## src/design/positional_ordered_list_assert.svh

```systemverilog
// assertion macros for the positional ordered list design
// no dependencies; the asserting modules take this file by include
`ifndef POSITIONAL_ORDERED_LIST_ASSERT_SVH
`define POSITIONAL_ORDERED_LIST_ASSERT_SVH
`ifndef ASSERT_OFF
// property checked on every clock edge outside reset
`define POL_ASSERT(name, clk, rst_n, prop) \
  name: assert property (@(posedge clk) disable iff (!rst_n) (prop)) \
    else $error("assertion failed");
// condition that must never hold outside reset
`define POL_ASSERT_NEVER(name, clk, rst_n, cond) \
  name: assert property (@(posedge clk) disable iff (!rst_n) !(cond)) \
    else $error("forbidden condition seen");
`else
`define POL_ASSERT(name, clk, rst_n, prop)
`define POL_ASSERT_NEVER(name, clk, rst_n, cond)
`endif
`endif

```

## src/design/pol_pkg.sv

```systemverilog
// types, codes and sizes shared by the positional ordered list design
// no dependencies
package pol_pkg;

  localparam int unsigned CAPACITY = 64;
  localparam int unsigned IdxW     = $clog2(CAPACITY);
  localparam int unsigned CntW     = $clog2(CAPACITY + 1);
  localparam int unsigned PosW     = 7;
  localparam int unsigned ValW     = 32;
  localparam int unsigned SizeW    = 7;
  localparam int unsigned CmpW     = (PosW > CntW) ? PosW : CntW;

  typedef enum logic [1:0] {
    ACT_INSERT   = 2'd0,
    ACT_REMOVE   = 2'd1,
    ACT_RETRIEVE = 2'd2
  } act_e;

  typedef enum logic [1:0] {
    ST_OK    = 2'd0,
    ST_RANGE = 2'd1,
    ST_FULL  = 2'd2
  } status_e;

  typedef enum logic [1:0] {
    OP_NONE   = 2'd0,
    OP_INSERT = 2'd1,
    OP_REMOVE = 2'd2,
    OP_READ   = 2'd3
  } back_op_e;

  typedef struct packed {
    logic [1:0]             action;
    logic [PosW-1:0]        position;
    logic signed [ValW-1:0] item;
  } req_t;

  typedef struct packed {
    logic signed [ValW-1:0] read_value;
    logic [SizeW-1:0]       list_size;
    logic [1:0]             status;
  } rsp_t;

  typedef struct packed {
    back_op_e               op;
    logic [IdxW-1:0]        idx;
    logic signed [ValW-1:0] item;
    logic [SizeW-1:0]       size;
    status_e                status;
  } cmd_t;

endpackage

```

## src/design/pol_cmd_queue.sv

```systemverilog
// two-entry command queue between the front end and the cell row
// depends on pol_pkg
module pol_cmd_queue import pol_pkg::*; (
  input  logic clk_i,
  input  logic rst_ni,
  input  logic wr_i,
  input  cmd_t cmd_i,
  output logic full_o,
  input  logic rd_i,
  output logic empty_o,
  output cmd_t cmd_o
);

  cmd_t       slot_q [2];
  logic       wr_ptr_q, rd_ptr_q;
  logic [1:0] fill_q;

  assign full_o  = (fill_q == 2'd2);
  assign empty_o = (fill_q == 2'd0);
  assign cmd_o   = slot_q[rd_ptr_q];

  always_ff @(posedge clk_i) begin
    if (wr_i) begin
      slot_q[wr_ptr_q] <= cmd_i;
    end
  end

  always_ff @(posedge clk_i or negedge rst_ni) begin
    if (!rst_ni) begin
      wr_ptr_q <= 1'b0;
      rd_ptr_q <= 1'b0;
      fill_q   <= 2'd0;
    end else begin
      if (wr_i) begin
        wr_ptr_q <= ~wr_ptr_q;
      end
      if (rd_i) begin
        rd_ptr_q <= ~rd_ptr_q;
      end
      if (wr_i && !rd_i) begin
        fill_q <= fill_q + 2'd1;
      end else if (rd_i && !wr_i) begin
        fill_q <= fill_q - 2'd1;
      end
    end
  end

endmodule

```

## config.mk

```make
export PLATFORM = sky130hd
export DESIGN_NAME = pol_cmd_queue
export DESIGN_NICKNAME = d
export VERILOG_FILES = /design/src/design/positional_ordered_list_assert.svh /design/src/design/pol_pkg.sv /design/src/design/pol_cmd_queue.sv
export SDC_FILE = /design/constraint.sdc
export NUM_CORES = 1
export LEC_CHECK = 0
export BUFFER_PORTS_ARGS = -buffer_cell sky130_fd_sc_hd__buf_2
export CAP_MARGIN = 20
export CORE_ASPECT_RATIO = 0.75
export CORE_MARGIN = 2
export CORE_UTILIZATION = 26
export DETAILED_ROUTE_END_ITERATION = 8
export GPL_ROUTABILITY_DRIVEN = 0
export PLACE_DENSITY = 0.56
export SLEW_MARGIN = 10
export SYNTH_ARGS = -nofsm -noshare
export SYNTH_HDL_FRONTEND = slang
export SYNTH_SLANG_ARGS = --single-unit
```

## constraint.sdc

```tcl
create_clock -name clk_i -period 2.8 [get_ports clk_i]
set_input_delay 0.28 -clock clk_i [delete_from_list [all_inputs] [get_ports clk_i]]
set_output_delay 0.28 -clock clk_i [all_outputs]
set_load 0.1 [all_outputs]
```

# After elaboration in Yosys (flattened, before gate mapping)
# Memory sizes are Yosys's and may differ from the RTL's.
# Cells that the tools add are included.
# totals
reg_bits	4
ram_bits	98
in_bits	53
out_inout_bits	51
wordCells	19
mem_count	1
# classes
addsub	2
eq_ne	1
mux	4
n_bitwise	2
reduce_logical	6
# mem_list
memory	words	word_bits	rd	rd_clocked_by_memory_dff	wr	line_no	rtl
slot_q	2	49	1	0	1	pol_cmd_queue.sv:14	cmd_t slot_q [2];
# ops
operator	count
2-to-1 mux 2 bit	2
adder 2 x 1 -> 2 bit, second input constant	1
equality test 2 bit, second input constant	1
logical AND 1 bit	2
zero test 1 bit	2
zero test 2 bit	1
2-to-1 mux 1 bit	2
NOT 1 bit	2
nonzero test 2 bit	1
subtractor 2 x 1 -> 2 bit, second input constant	1

# Depth between registers and ports, before layout
# depth
word_depth	4
ltp_mapped	5
ltp_nobuf	5

# Least setup slack after synthesis
# OpenSTA, ideal clock, no wires.
# synth_timing
kind	register to register
from	register wr_ptr_q
to	memory slot_q[0][0] (netlist bit) (enable)
setup_time_ps	462
arrival_time_ps	2588
required_time_ps	2338
slack_ps	-250
path_stages_with_launch	2
n_path_buf	0
synth_period_minus_slack_ps	3050
cell_sequence	dfrtp_1 > nor2b_1
# synth_rtl
item	line_no	rtl
start: declaration	pol_cmd_queue.sv:15	logic wr_ptr_q, rd_ptr_q;
start signal: assignment	pol_cmd_queue.sv:35	wr_ptr_q <= ~wr_ptr_q;
end: declaration	pol_cmd_queue.sv:14	
# No word-level cell before the write port.

==> impl_metrics.py <==
metrics = {
    "yosys": {
        "synth_top_family_by_area": "multiplexers",
        "syn_avg_cell_area_um2": 23.5,
        "synth_xor_area_frac": 0.0110,
        "synthTopCellsByArea": "edfxtp_1 74%, mux2_4 19%, buf_12 2.5%",
        "seq_area_frac_synth": 0.765,
        "synth_area_mm2": 0.00398,
        "syn_inst": 169,
        "synth_mux_area_frac": 0.185,
        "yosys.area_share.simple": 0.00661,
        "yosys.area_share.adder": 0.00315,
        "yosysTopAreaCell": "edfxtp_1",
        "ys_warn_count": 0,
        "synth_compound_area_frac": 0,
        "synth-seq-cells": 102,
        "syn-num-nets": 223,
        "synth.top_cell.area_share": 0.740,
        "netlist-cell-type-count": 12,
    },
    "clock_network": {
        "cts_sinks": 102,
        "hold_buffers": 1,
        "clk_pin_slew_ns": 0.06,
        "cts-buffers-inserted": 9,
        "postCtsSetupRepairBufs": 0,
        "clk_latency_ns": 0.34,
        "cts_tree": "yes",
        "cts-root-buf": "clkbuf_16",
        "htreeDepth": 3,
        "cts_resized": 0,
        "ctsLongestPathBuffers": 2,
    },
    "cells_and_area": {
        "synthToLayoutAreaGrowth_pct": 26.4,
        "drive_gt1_frac": 0.598,
        "postLayoutCoreUtil": 0.333,
        "n_antenna_cell": 0,
        "nets": 335,
    },
    "detailed_routing": {
        "wl_per_cell_um": 14.2,
        "first_pass_iters": 4,
        "vias": 1866,
        "drt-total-wl_um": 6970,
        "drt_iter0_drc": 73,
        "drc": 0,
        "vias_per_cell": 3.80,
        "ant_nets": 0,
    },
    "global_route": {
        "grt_usage": 0.0895,
        "overflow": 0,
        "grt_pass1_vias": 2070,
        "antenna_found_initial": 0,
        "grt_pass1_wl_um": 10800,
        "grt_max_degree": 28,
    },
    "floorplan": {
        "die-area_mm2": 0.0163,
        "core-area_mm2": 0.0151,
        "top_level_ports": 104,
        "die_x_um": 147,
        "die_h_um": 111,
        "rows": 39,
        "start_util": 0.264,
    },
    "worst_setup_path": {
        "path_buf_inv": 2,
        "critical_path.startpoint_type": "flip-flop",
        "crit_end": "cmd_o[41]",
        "reg2reg_to": "slot_q[0][41]$_DFFE_PP_",
        "cp.arrival_ns": 2.05,
        "crit_family": "flip-flops",
        "max_stage_delay_ns": 0.73,
        "crit_chain": "buf_12 -> mux2_4 -> buf_2",
        "cp_max_fo": 27,
        "crit_slowest_cell": "dfrtp_4",
        "cp.depth": 3,
        "end_kind": "output pin",
        "criticalPathCategory": "reg2out",
        "crit_start": "rd_ptr_q$_DFFE_PN0P_",
        "worstRegToRegCells": 2,
        "r2r-start": "wr_ptr_q$_DFFE_PN0P_",
        "r2r_slack_ns": 1.14,
        "required_ns": 2.52,
    },
    "hold_path": {
        "hp-class": "in2reg",
        "worstHoldPathCells": 1,
    },
    "outcome": {
        "status": "finished, final reports clean",
    },
    "sta": {
        "fin_crit_sh": 0.833,
        "slew_violations": 0,
        "hold_viol": 0,
        "rsz0062_at_grt": "no",
        "tightest_slew_ns": 0.773,
        "fmax_ghz": 0.429,
        "period_needed_ns": 2.33,
        "skew_ns": 0.00411,
        "fin_tns_setup_ns": 0,
        "maxSlewHeadroom": 0.484,
        "finalSetupViolCount": 0,
    },
    "place": {
        "io_buffers": 103,
    },
    "run": {
        "drv_cap": 0,
    },
}
[layout by cell type, fill, tap and decap left out, drive strengths merged]
master and n:
dfrtp 4, inv 1, and2 1, clkbuf 11
xor2 4, bufinv 2, dlygate4sd3 1, edfxtp 98
buf 106, clkinv 3, nor2b 2, nor2 2
xnor2 1, ha 1, mux2 49
[through the flow]
stage / worst slack, ns / hold WS [ns] / instances / area [um^2]
CTS: 0.411 / 0.0956 / 491 / 5030
global placement: 0.814 / 0.0934 / 474 / 4710
global route: 0.370 / 0.100 / 491 / 5030
floorplan: 0.691 / -0.0156 / 169 / 3980
finish: 0.468 / 0.119 / 491 / 5030
detailed placement: 0.806 / 0.0969 / 474 / 4710
[synthesized netlist by cell type]
library cell and number:
and2_1 1, buf_12 5, buf_6 1, dfrtp_1 4
edfxtp_1 98, ha_1 1, inv_1 1, mux2_4 49
nor2_1 2, nor2b_1 2, xnor2_1 1, xor2_1 4
[cell type report]
class	count	area, um^2
clock inverter	5	73.8
inverter	1	3.75
fill	1458	10100
timing repair buffer	107	586
tap	205	256
sequential	102	3050
clock buffer	11	233
multi-input combinational	60	827
[kinds of logic after synthesis]
group / count (synthesis)
multiplexers: 49
adder cells (fa/ha/maj): 1
buffers and inverters: 7
XOR/XNOR: 5
flip-flops: 102
AND/OR/NAND/NOR: 5
[layer usage]
layer,vias to the layer above,part of all wire,global-route usage
met3,13,0.074,0.0424
met2,65,0.48,0.146
met1,907,0.43,0.0984
met5,-,0,0
li1,881,-,-
met4,0,0.020,0.0447
[flip-flops by register name, indices dropped and copies added (netlist names)]
signal / flops
wr_ptr_q: 1
slot_q: 98
rd_ptr_q: 1
fill_q: 2
[how the worst min path moves through the flow]
stage | from | to | slack, ns
6_report | cmd_i[33] | slot_q[0][33]$_DFFE_PP_ | 0.12
3_5_place_dp | rst_ni | fill_q[1]$_DFFE_PN0P_ | 0.1
5_1_grt | cmd_i[20] | slot_q[0][20]$_DFFE_PP_ | 0.10
2_1_floorplan | rst_ni | fill_q[0]$_DFFE_PN0P_ | -0.02
3_3_place_gp | rst_ni | fill_q[0]$_DFFE_PN0P_ | 0.09
4_1_cts | cmd_i[47] | slot_q[0][47]$_DFFE_PP_ | 0.1
Power is left out: the tool's default activity adds up to more than one toggle a clock period on the data nets, which glitch-free logic cannot reach.
