===== src/design/positional_ordered_list_assert.svh =====
// assertion macros for the positional ordered list design
// no dependencies; the asserting modules take this file by include
`ifndef POSITIONAL_ORDERED_LIST_ASSERT_SVH
`define POSITIONAL_ORDERED_LIST_ASSERT_SVH
`ifndef ASSERT_OFF
// property checked on every clock edge outside reset
`define POL_ASSERT(name, clk, rst_n, prop) \
  name: assert property (@(posedge clk) disable iff (!rst_n) (prop)) \
    else $error("assertion failed");
// condition that must never hold outside reset
`define POL_ASSERT_NEVER(name, clk, rst_n, cond) \
  name: assert property (@(posedge clk) disable iff (!rst_n) !(cond)) \
    else $error("forbidden condition seen");
`else
`define POL_ASSERT(name, clk, rst_n, prop)
`define POL_ASSERT_NEVER(name, clk, rst_n, cond)
`endif
`endif


===== src/design/pol_pkg.sv =====
// types, codes and sizes shared by the positional ordered list design
// no dependencies
package pol_pkg;

  localparam int unsigned CAPACITY = 64;
  localparam int unsigned IdxW     = $clog2(CAPACITY);
  localparam int unsigned CntW     = $clog2(CAPACITY + 1);
  localparam int unsigned PosW     = 7;
  localparam int unsigned ValW     = 32;
  localparam int unsigned SizeW    = 7;
  localparam int unsigned CmpW     = (PosW > CntW) ? PosW : CntW;

  typedef enum logic [1:0] {
    ACT_INSERT   = 2'd0,
    ACT_REMOVE   = 2'd1,
    ACT_RETRIEVE = 2'd2
  } act_e;

  typedef enum logic [1:0] {
    ST_OK    = 2'd0,
    ST_RANGE = 2'd1,
    ST_FULL  = 2'd2
  } status_e;

  typedef enum logic [1:0] {
    OP_NONE   = 2'd0,
    OP_INSERT = 2'd1,
    OP_REMOVE = 2'd2,
    OP_READ   = 2'd3
  } back_op_e;

  typedef struct packed {
    logic [1:0]             action;
    logic [PosW-1:0]        position;
    logic signed [ValW-1:0] item;
  } req_t;

  typedef struct packed {
    logic signed [ValW-1:0] read_value;
    logic [SizeW-1:0]       list_size;
    logic [1:0]             status;
  } rsp_t;

  typedef struct packed {
    back_op_e               op;
    logic [IdxW-1:0]        idx;
    logic signed [ValW-1:0] item;
    logic [SizeW-1:0]       size;
    status_e                status;
  } cmd_t;

endpackage


===== src/design/pol_front.sv =====
// front end: takes requests, checks them against the running size
// and turns them into commands; depends on pol_pkg and the assert header
`include "positional_ordered_list_assert.svh"

module pol_front import pol_pkg::*; (
  input  logic clk_i,
  input  logic rst_ni,
  input  logic accept_i,
  input  req_t req_i,
  output cmd_t cmd_o
);

  logic [CntW-1:0] cnt_q, cnt_d;
  logic [CmpW-1:0] pos_ext, cnt_ext;
  logic            is_full;

  assign pos_ext = CmpW'(req_i.position);
  assign cnt_ext = CmpW'(cnt_q);
  assign is_full = (cnt_q == CntW'(CAPACITY));

  always_comb begin
    cnt_d       = cnt_q;
    cmd_o.op    = OP_NONE;
    cmd_o.idx   = IdxW'(req_i.position);
    cmd_o.item  = req_i.item;
    cmd_o.status = ST_RANGE;
    unique case (req_i.action)
      ACT_INSERT: begin
        if (pos_ext > cnt_ext) begin
          cmd_o.status = ST_RANGE;
        end else if (is_full) begin
          cmd_o.status = ST_FULL;
        end else begin
          cmd_o.op     = OP_INSERT;
          cmd_o.status = ST_OK;
          cnt_d        = cnt_q + CntW'(1);
        end
      end
      ACT_REMOVE: begin
        if (pos_ext < cnt_ext) begin
          cmd_o.op     = OP_REMOVE;
          cmd_o.status = ST_OK;
          cnt_d        = cnt_q - CntW'(1);
        end
      end
      ACT_RETRIEVE: begin
        if (pos_ext < cnt_ext) begin
          cmd_o.op     = OP_READ;
          cmd_o.status = ST_OK;
        end
      end
      default: begin
        cmd_o.status = ST_RANGE;
      end
    endcase
    // size reported after this access
    cmd_o.size = SizeW'(cnt_d);
  end

  always_ff @(posedge clk_i or negedge rst_ni) begin
    if (!rst_ni) begin
      cnt_q <= '0;
    end else if (accept_i) begin
      cnt_q <= cnt_d;
    end
  end

  `POL_ASSERT(a_cnt_bound, clk_i, rst_ni, cnt_q <= CntW'(CAPACITY))
  `POL_ASSERT(a_reject_keeps_cnt, clk_i, rst_ni,
              (accept_i && cmd_o.status != ST_OK) |=> $stable(cnt_q))

endmodule


===== config.mk =====
export PLATFORM = sky130hd
export DESIGN_NAME = pol_front
export DESIGN_NICKNAME = d
export VERILOG_FILES = /design/src/design/pol_pkg.sv /design/src/design/pol_front.sv
export VERILOG_INCLUDE_DIRS = /design/src /design/src/design
export SDC_FILE = /design/constraint.sdc
export NUM_CORES = 1
export LEC_CHECK = 0
export BUFFER_PORTS_ARGS = -buffer_cell sky130_fd_sc_hd__buf_4
export CAP_MARGIN = 40
export CELL_PAD_IN_SITES_DETAIL_PLACEMENT = 1
export CELL_PAD_IN_SITES_GLOBAL_PLACEMENT = 1
export CORE_ASPECT_RATIO = 0.5
export CORE_UTILIZATION = 30
export CTS_CLUSTER_DIAMETER = 200
export DETAILED_ROUTE_END_ITERATION = 10
export PLACE_DENSITY = 0.95
export SLEW_MARGIN = 20
export SYNTH_ARGS = -nofsm -noshare
export SYNTH_HDL_FRONTEND = slang
export SYNTH_SLANG_ARGS = --single-unit

===== constraint.sdc =====
create_clock -name clk_i -period 5.1 [get_ports clk_i]
set_clock_uncertainty 0.1 [all_clocks]
set_input_delay 1.02 -clock clk_i [delete_from_list [all_inputs] [get_ports clk_i]]
set_output_delay 1.02 -clock clk_i [all_outputs]
set_load 0.005 [all_outputs]

---- After elaboration in Yosys (flattened, before gate mapping) ----
Cells that the tools add are included.
storage, ports and cells
  register bits after elaboration ......... 7
  input bits .............................. 44
  output and inout port bits .............. 49
  logic and storage cells ................. 23
cells by class
  add/subtract/negate cells ............... 2
  magnitude comparators ................... 2
  eq/ne operators ......................... 3
  multiplexer cells ....................... 13
  reduce and logical (&&, ||, !) cells .... 2
operators by type and width
  kind                 number
  $mux 7               3
  $pmux 7 s2           1
  $mux 2               4
  $add 7x1->7 const B  1
  $eq 7x7->1 const B   1
  $gt 7x7->1           1
  $lt 7x7->1           1
  $sub 7x1->7 const B  1
  $pmux 2 s3           1
  $pmux 2 s2           1
  $mux 1               3
  $eq 2x1->1 const B   1
  $eq 2x2->1 const B   1
  $logic_not 2->1      1
  $reduce_or 2->1      1

---- Longest topological paths before layout ----
Gate-level depths: netlist of run 1.
  depth in word-level cells ............... 4
  mapped depth ............................ 10

---- Least setup slack after synthesis of run 1 ----
No wires, ideal clock.
  path type ............................... in2out
  start point ............................. input port req_i[38] in the netlist's numbering
  end point ............................... output port cmd_o[6] in the netlist's numbering
  arrival time ............................ 2.568 ns
  setup slack ............................. 1.412 ns
  stages .................................. 8
  cells stage by stage .................... ha_1 a21oi_1 o21ai_1 or2_1 buf_2 nor4_4 nor3_1 a211o_1
RTL lines
  element      RTL line         source
  from (decl)  pol_front.sv:9   input req_t req_i,
  to (decl)    pol_front.sv:10  output cmd_t cmd_o

==> flow_metrics.py, run 1 <==
metrics = {
    "final_layout": {
        "largest_reg_flops": 7,
        "postLayoutCoreUtil_pct": 33.3,
        "area_growth_pct": 1.50,
        "fillCellCount": 497,
        "fin_area_um2": 1360,
        "drive_gt1_share_pct": 24.0,
        "layout.nets": 230,
        "n_antenna_cell": 0,
    },
    "clock_network": {
        "cts_hold_buf": 0,
        "cts_root_buffer": "clkbuf_8",
        "clkLatencyLatePin_ns": 0.23,
        "numCtsBuffers": 3,
        "cts_tree": "done",
        "cts_setup_buffers": 0,
        "path_clk_slew_ns": 0.04,
        "htree_levels": 1,
        "cts_buffer_depth": 2,
        "cts_resized": 0,
        "cts_sinks": 7,
    },
    "power": {
        "intPower_w": 0.000258,
        "powerDensity_nw_per_um2": 360,
        "power.switching_w": 0.000231,
        "seq_power_share_pct": 25.2,
        "cellLeakagePower_nw": 0.608,
        "clkPwrFrac_pct": 16.2,
        "combPwrFrac_pct": 58.6,
        "finalPower_w": 0.000489,
        "switching_share_pct": 47.3,
        "vdd_ir_drop_max_v": 0.0000903,
    },
    "yosys": {
        "syn-num-nets": 240,
        "synth-main-ff-cell": "dfrtp_1",
        "synthCells": 182,
        "synth.distinct_cells": 43,
        "yosys.area.top_type_share_pct": 21.3,
        "async_reset_ff_share_pct": 100,
        "yosysTopAreaCell": "buf_4",
        "yosysWarnings": 0,
        "ys_ff_latch": 7,
        "synth.yosys.seq_area_share_pct": 13.1,
        "syn-cell-area_um2": 1340,
        "synth_area_per_cell_um2": 7.36,
        "synth-edff-count": 0,
        "ys_top_cells_by_area": "buf_4 21%, dfrtp_1 13%, ha_1 13%",
    },
    "drt": {
        "routed-wl-met3_um": 282,
        "dr_wl_met2_um": 1810,
        "drt_wl_total_um": 3780,
        "drt_iter0_drc": 112,
        "firstDrtPassIters": 4,
        "ant_nets": 0,
        "wl_per_cell_um": 16.8,
        "wl_met1_um": 1550,
        "vias": 1247,
        "vias_per_cell": 5.54,
        "maxUsedRoutingLayer": "met4",
        "drcViolationCount": 0,
    },
    "global_route": {
        "grt_pass1_wl_um": 6150,
        "grt_pass1_vias": 1231,
        "grt_util_all_layers_pct": 16.7,
        "antenna_found_initial": 0,
        "grt_start_max_net_pins": 17,
        "grt.overflow.total": 0,
    },
    "setup_path": {
        "cp_slowest_stage_delay_ns": 0.51,
        "worstPathRequired_ns": 3.98,
        "start_kind": "input port",
        "critPathSlowestCell": "ha_1",
        "reg2reg_from": "cnt_ext[2]",
        "crit_type": "in2out",
        "crit_fanout": 15,
        "crit_path_cell_trace": "buf_4, inv_1, ha_1, inv_1, o22a_2, or2_1, and3_4, a21oi_1, buf_4",
        "r2r_end": "cnt_ext[4]",
        "reg2reg_depth": 8,
        "reg2reg_slack_ns": 2.54,
        "critPathCaptureType": "primary output",
        "critPathArrivalTime_ns": 3.05,
    },
    "placed_design": {
        "gp_congestion": 0.921,
        "pre_cts_slack_ns": 0.970,
        "place_area_um2": 1310,
        "portBuffers": 28,
        "dp_hpwl_um": 2990,
    },
    "hold_path": {
        "hp-class": "in2async",
    },
    "sta": {
        "period_share_pct": 81.8,
        "setup_viol": 0,
        "fin_crit_ns": 4.17,
        "tightestPinTransition_ns": 0.569,
        "slew_viol_final": 0,
        "hold_viol_final": 0,
        "tns_ns": 0,
        "fmax_mhz": 240,
        "rsz0062_at_grt": "no",
        "fin_ws_ns": 0.930,
        "maxSlewHeadroom_pct": 61.7,
    },
    "floorplan": {
        "dieHeight_um": 49.2,
        "fp.dieW_um": 96.5,
        "dieArea_um2": 4750,
        "ios": 93,
        "start_util_pct": 32.8,
        "num_rows": 16,
        "coreArea_um2": 4080,
    },
    "run": {
        "timing.max_cap.violations": 0,
    },
    "outcome": {
        "status": "finished, final reports clean",
    },
}
==> worst max-delay path: cells and delay by family <==
family / cells / cell delay [ns]
fa+ha+maj: 1 / 0.51
compound gates: 2 / 0.46
simple gates: 2 / 0.48
buf+inv: 4 / 0.56
==> power groups by stage <==
stage                     registers (W)  clock network (W)  logic [W]
after CTS                      0.000122          0.0000805   0.000286
after global routing           0.000127          0.0000874   0.000320
after floorplan               0.0000925                  0   0.000232
after detailed placement       0.000123                  0   0.000283
final                          0.000123          0.0000792   0.000287
after global placement         0.000120                  0   0.000276
==> final cells by class <==
| class | instances | area [um^2] | area share, % |
|---|---|---|---|
| well taps | 54 | 67.6 | 4.97 |
| repair buffers | 29 | 218 | 16.0 |
| inverters | 13 | 48.8 | 3.59 |
| clock buffers | 4 | 45.0 | 3.31 |
| flip-flops and latches | 7 | 175 | 12.9 |
| multi-input cells | 118 | 805 | 59.2 |
==> worst max-delay path by stage <==
stage                          end  cells after the start  startpoint
final                     cmd_o[8]                      9   req_i[39]
after global routing      cmd_o[6]                      9   req_i[38]
after CTS                 cmd_o[7]                     11   req_i[40]
after detailed placement  cmd_o[8]                      9   req_i[39]
after global placement    cmd_o[6]                      9   req_i[38]
after floorplan           cmd_o[6]                      8   req_i[38]
==> placed cells by master, fill, tap and decap left out, types with 3 or more instances in the layout <==
| cell | n |
|---|---|
| a21oi_1 | 12 |
| a31oi_1 | 3 |
| and3_1 | 3 |
| buf_4 | 29 |
| clkbuf_8 | 3 |
| dfrtp_1 | 7 |
| ha_1 | 14 |
| inv_1 | 11 |
| nand2_1 | 10 |
| nand3_1 | 12 |
| nand4_1 | 3 |
| nor2_1 | 9 |
| nor3_1 | 8 |
| o21ai_0 | 7 |
| o22ai_1 | 3 |
| or2_1 | 3 |
==> cells in the mapped netlist, types with 2 or more instances <==
cell and instances:
inv_1 11, o211a_1 2, nand2_1 10, xnor2_1 2, or2_1 3, a31oi_1 3, inv_2 2, o21ai_0 7
o211ai_1 2, clkbuf_1 4, and3_1 3, nor4_1 2, nand4_1 3, buf_4 38, ha_1 14, nor3_1 8
o21ai_1 2, a211o_1 2, buf_2 2, o22ai_1 3, nand3_1 12, dfrtp_1 7, nor2_1 9, a21oi_1 12
==> through the flow <==
step                      hold WS, ns  instances
after detailed placement        0.507        221
after CTS                       0.496        225
after global routing            0.492        225
after floorplan                 0.431        182
after global placement          0.479        221
final                           0.495        225
==> routing by layer <==
metal	track usage, %	vias up
li1	-	594
met1	20.9	585
met2	26.9	44
met3	3.43	24
met4	8.33	0
met5	0	-
==> cells by family (layout without fill, tap and decap cells) <==
kind of cell | after synthesis | count (layout) | share of synthesized area [%]
flip-flops | 7 | 7 | 13.1
buffers and inverters | 57 | 46 | 26.8
adder cells (fa/ha/maj) | 14 | 14 | 13.1
XOR/XNOR | 2 | 2 | 1.31
AND/OR/NAND/NOR | 57 | 57 | 23.6
AO/OA/AOI/OAI | 45 | 45 | 22.2
No activity file was read; power rests on OpenSTA's default activity.
==> run 2, diff against run 1 <==
Settings changed: CORE_UTILIZATION 30 to 25, PLACE_DENSITY 0.95 to 0.88.
Clock period 5.1 ns to 3.7 ns, I/O delays scaled along.
==> flow_metrics.py, run 2 (synthesis gave the netlist of run 1 again) <==
metrics = {
    "outcome": {
        "status": "finished, final reports clean",
    },
    "clock_network": {
        "path_clk_slew_ns": 0.04,
        "htree_levels": 1,
        "cts_setup_buffers": 0,
        "cts_root_buffer": "clkbuf_8",
        "cts_hold_buf": 0,
        "cts_tree": "done",
        "numCtsBuffers": 3,
        "cts_resized": 0,
        "cts_buffer_depth": 2,
        "clkLatencyLatePin_ns": 0.23,
        "cts_sinks": 7,
    },
    "sta": {
        "tns_ns": 0,
        "hold_viol_final": 0,
        "fmax_mhz": 282,
        "tightestPinTransition_ns": 0.464,
        "slew_viol_final": 0,
        "rsz0062_at_grt": "no",
        "setup_viol": 0,
        "fin_crit_ns": 3.55,
        "period_share_pct": 96.0,
        "fin_ws_ns": 0.148,
        "maxSlewHeadroom_pct": 68.8,
    },
    "floorplan": {
        "ios": 93,
        "coreArea_um2": 5040,
        "start_util_pct": 26.5,
        "dieArea_um2": 5670,
        "fp.dieW_um": 105,
        "num_rows": 18,
        "dieHeight_um": 53.7,
    },
    "power": {
        "cellLeakagePower_nw": 0.627,
        "seq_power_share_pct": 22.2,
        "vdd_ir_drop_max_v": 0.000135,
        "clkPwrFrac_pct": 15.5,
        "intPower_w": 0.000368,
        "power.switching_w": 0.000322,
        "switching_share_pct": 46.7,
        "powerDensity_nw_per_um2": 490,
        "combPwrFrac_pct": 62.3,
    },
    "setup_path": {
        "crit_fanout": 8,
        "critPathCaptureType": "primary output",
        "start_kind": "input port",
        "crit_type": "in2out",
        "worstPathRequired_ns": 2.86,
        "reg2reg_slack_ns": 1.17,
        "critPathArrivalTime_ns": 2.71,
    },
    "global_route": {
        "grt_start_max_net_pins": 17,
        "grt.overflow.total": 0,
        "grt_util_all_layers_pct": 13.4,
        "grt_pass1_vias": 1236,
        "antenna_found_initial": 0,
        "grt_pass1_wl_um": 5990,
    },
    "drt": {
        "ant_nets": 0,
        "vias_per_cell": 5.19,
        "drcViolationCount": 0,
        "vias": 1272,
        "drt_iter0_drc": 27,
        "wl_per_cell_um": 15.4,
        "firstDrtPassIters": 4,
        "drt_wl_total_um": 3770,
    },
    "placed_design": {
        "gp_congestion": 0.913,
        "dp_hpwl_um": 3100,
        "pre_cts_slack_ns": 0.149,
        "portBuffers": 28,
    },
    "final_layout": {
        "final_cell_mix": "33 x buf_4, 14 x ha_1, 12 x nand3_1, 12 x a21oi_1, 11 x inv_1",
        "area_growth_pct": 5.23,
        "drive_gt1_share_pct": 25.7,
        "n_antenna_cell": 0,
        "largest_reg_flops": 7,
        "fillCellCount": 619,
        "layout.nets": 234,
        "final_common_cell": "buf_4",
    },
    "hold_path": {
        "hp-class": "in2async",
    },
    "run": {
        "timing.max_cap.violations": 0,
    },
}
-- run 2: changes by cell type in the layout (fill, tap and decap cells not counted) --
cell,before,now
buf_4,29,33
-- run 2: power by group through the flow --
stage	clock network, W	registers [W]	logic, W
global route	0.000114	0.000159	0.000478
floorplan	0	0.000127	0.000320
CTS	0.000108	0.000153	0.000430
global placement	0	0.000151	0.000407
finish	0.000107	0.000153	0.000431
detailed placement	0	0.000153	0.000428
-- run 2: final timing paths --
kind	cells after the start	startpoint	to
max	9	req_i[38]	cmd_o[6]
min	1	rst_ni	cnt_ext[3]
max reg2reg	8	cnt_ext[4]	cnt_ext[4]
min reg2reg	1	cnt_ext[4]	cnt_ext[4]
max in group asynchronous	1	rst_ni	cnt_ext[5]
min in group clk_i	1	cnt_ext[4]	cnt_ext[4]
-- run 2: worst max-delay path, cell delays in order --
cell and delay (ns):
buf_4 0.11, ha_1 0.32, a21oi_1 0.20, o21ai_1 0.16, or2_1 0.38, nor4_4 0.32
nor3_1 0.08, a211o_1 0.27, buf_4 0.14
-- run 2: per-stage QoR --
stage	utilization, %	hold WS [ns]	cells	cell area, um^2	power, W
5_1_grt	27.9	0.217	245	1410	0.000752
3_5_place_dp	27.0	0.457	241	1360	0.000581
3_3_place_gp	27.0	0.456	241	1360	0.000558
2_1_floorplan	-	0.344	182	1340	0.000447
6_report	27.9	0.216	245	1410	0.000691
4_1_cts	27.9	0.217	245	1410	0.000691
-- run 2: layer usage --
| layer | GRT usage, % | routed length (um) | part of all wire (%) | vias up |
|---|---|---|---|---|
| met5 | 0 | 0 | 0 | - |
| met4 | 5.79 | 127 | 3.4 | 0 |
| met3 | 3.03 | 186 | 4.9 | 20 |
| li1 | - | - | - | 601 |
| met1 | 15.1 | 1600 | 42 | 623 |
| met2 | 25.5 | 1860 | 49 | 28 |
-- run 2: cell type report --
class | count | area, um^2 | area share [%]
clock buffer | 4 | 45.0 | 3.20
tap | 70 | 87.6 | 6.22
sequential | 7 | 175 | 12.4
timing repair buffer | 33 | 248 | 17.6
multi-input combinational | 118 | 805 | 57.1
inverter | 13 | 48.8 | 3.46
==> run 3, diff against run 2 <==
Settings changed: RECOVER_POWER from default to 100.
==> flow_metrics.py, run 3 (synthesis gave the netlist of run 1 again) <==
metrics = {
    "global_route": {
        "grt.overflow.total": 0,
        "grt_pass1_vias": 1236,
        "grt_start_max_net_pins": 17,
        "antenna_found_initial": 0,
        "grt_util_all_layers_pct": 13.4,
        "grt_pass1_wl_um": 5990,
    },
    "setup_path": {
        "crit_fanout": 8,
        "critPathSlowestCell": "or2_1",
        "start_kind": "input port",
        "critPathCaptureType": "primary output",
        "crit_path_cell_trace": "clkbuf_4, ha_1, a21oi_1, o21ai_1, or2_1, nor4_4, nor3_1, a211o_1, clkbuf_4",
        "reg2reg_slack_ns": 1.14,
        "path_common_cell": "clkbuf_4",
        "worstPathRequired_ns": 2.86,
        "cp_slowest_stage_delay_ns": 0.38,
        "critPathArrivalTime_ns": 2.72,
        "crit_type": "in2out",
    },
    "final_layout": {
        "n_antenna_cell": 0,
        "final_cell_mix": "17 x buf_4, 14 x ha_1, 14 x clkbuf_4, 13 x a21oi_1, 12 x nand3_1",
        "area_growth_pct": 4.39,
        "final_common_cell": "buf_4",
        "fin_area_um2": 1400,
        "drive_gt1_share_pct": 24.0,
        "layout.nets": 234,
        "final_cells": 245,
        "largest_reg_flops": 7,
    },
    "sta": {
        "hold_viol_final": 0,
        "setup_viol": 0,
        "maxSlewHeadroom_pct": 68.8,
        "tns_ns": 0,
        "period_share_pct": 96.1,
        "rsz0062_at_grt": "no",
        "hold_ws_ns": 0.300,
        "fmax_mhz": 281,
        "fin_crit_ns": 3.56,
        "slew_viol_final": 0,
        "tightestPinTransition_ns": 0.464,
    },
    "clock_network": {
        "cts_buffer_depth": 2,
        "cts_hold_buf": 0,
        "cts_setup_buffers": 0,
        "cts_root_buffer": "clkbuf_8",
        "clkLatencyLatePin_ns": 0.23,
        "path_clk_slew_ns": 0.04,
        "cts_resized": 0,
        "cts_sinks": 7,
        "htree_levels": 1,
        "cts_tree": "done",
        "numCtsBuffers": 3,
    },
    "power": {
        "clkPwrFrac_pct": 15.7,
        "seq_power_share_pct": 22.5,
        "vdd_ir_drop_max_v": 0.000135,
        "intPower_w": 0.000363,
        "finalPower_w": 0.000682,
        "combPwrFrac_pct": 61.8,
        "cellLeakagePower_nw": 0.618,
        "switching_share_pct": 46.8,
        "powerDensity_nw_per_um2": 488,
        "power.switching_w": 0.000319,
    },
    "placed_design": {
        "placed_cells": 241,
        "place_area_um2": 1360,
        "gp_congestion": 0.913,
        "dp_hpwl_um": 3100,
        "portBuffers": 28,
    },
    "floorplan": {
        "dieHeight_um": 53.7,
        "ios": 93,
        "start_util_pct": 26.5,
        "num_rows": 18,
        "fp.dieW_um": 105,
        "coreArea_um2": 5040,
        "dieArea_um2": 5670,
    },
    "drt": {
        "drt_wl_total_um": 3770,
        "ant_nets": 0,
        "wl_per_cell_um": 15.4,
        "drcViolationCount": 0,
        "vias_per_cell": 5.18,
        "vias": 1270,
        "firstDrtPassIters": 4,
        "drt_iter0_drc": 38,
    },
    "outcome": {
        "status": "finished, final reports clean",
    },
    "run": {
        "timing.max_cap.violations": 0,
    },
    "hold_path": {
        "hp-class": "in2async",
    },
}
## run 3: layout make-up
cell class	count	area, um^2
clock buffer	4	45.0
sequential	7	175
multi-input combinational	118	800
inverter	13	48.8
timing repair buffer	33	241
fill	623	3650
tap	70	87.6
## run 3: layer usage
layer	vias to the layer above	global-route usage, %	part of all wire [%]
li1	604	-	-
met4	0	5.79	3.4
met1	614	15.1	42
met2	32	25.5	49
met3	20	3.03	5.8
met5	-	0	0
## run 3: power by group through the flow
| stage | clock [W] | sequential (W) | combinational (W) |
|---|---|---|---|
| 2_1_floorplan | 0 | 0.000127 | 0.000320 |
| 3_3_place_gp | 0 | 0.000151 | 0.000407 |
| 3_5_place_dp | 0 | 0.000153 | 0.000428 |
| 4_1_cts | 0.000108 | 0.000153 | 0.000430 |
| 5_1_grt | 0.000114 | 0.000159 | 0.000470 |
| 6_report | 0.000107 | 0.000153 | 0.000422 |
## run 3: through the flow
stage               utilization (%)  worst slack, ns
finish                         27.7            0.145
global route                   27.7           0.0321
CTS                            27.9            0.156
detailed placement             27.0            0.149
global placement               27.0            0.247
floorplan                         -            0.572
## run 3: final timing paths
path | startpoint | to | cells past startpoint
setup / recovery | req_i[38] | cmd_o[6] | 9
hold / removal | rst_ni | cnt_ext[3] | 1
setup reg to reg | cnt_ext[3] | cnt_ext[4] | 8
hold reg to reg | cnt_ext[4] | cnt_ext[4] | 1
max in group asynchronous | rst_ni | cnt_ext[5] | 1
min in group clk_i | cnt_ext[4] | cnt_ext[4] | 1
## run 3: worst max-delay path: cells and delay by family
family / cells / cell delay, ns
compound gates: 3 / 0.63
fa+ha+maj: 1 / 0.32
buf+inv: 2 / 0.25
simple gates: 3 / 0.78
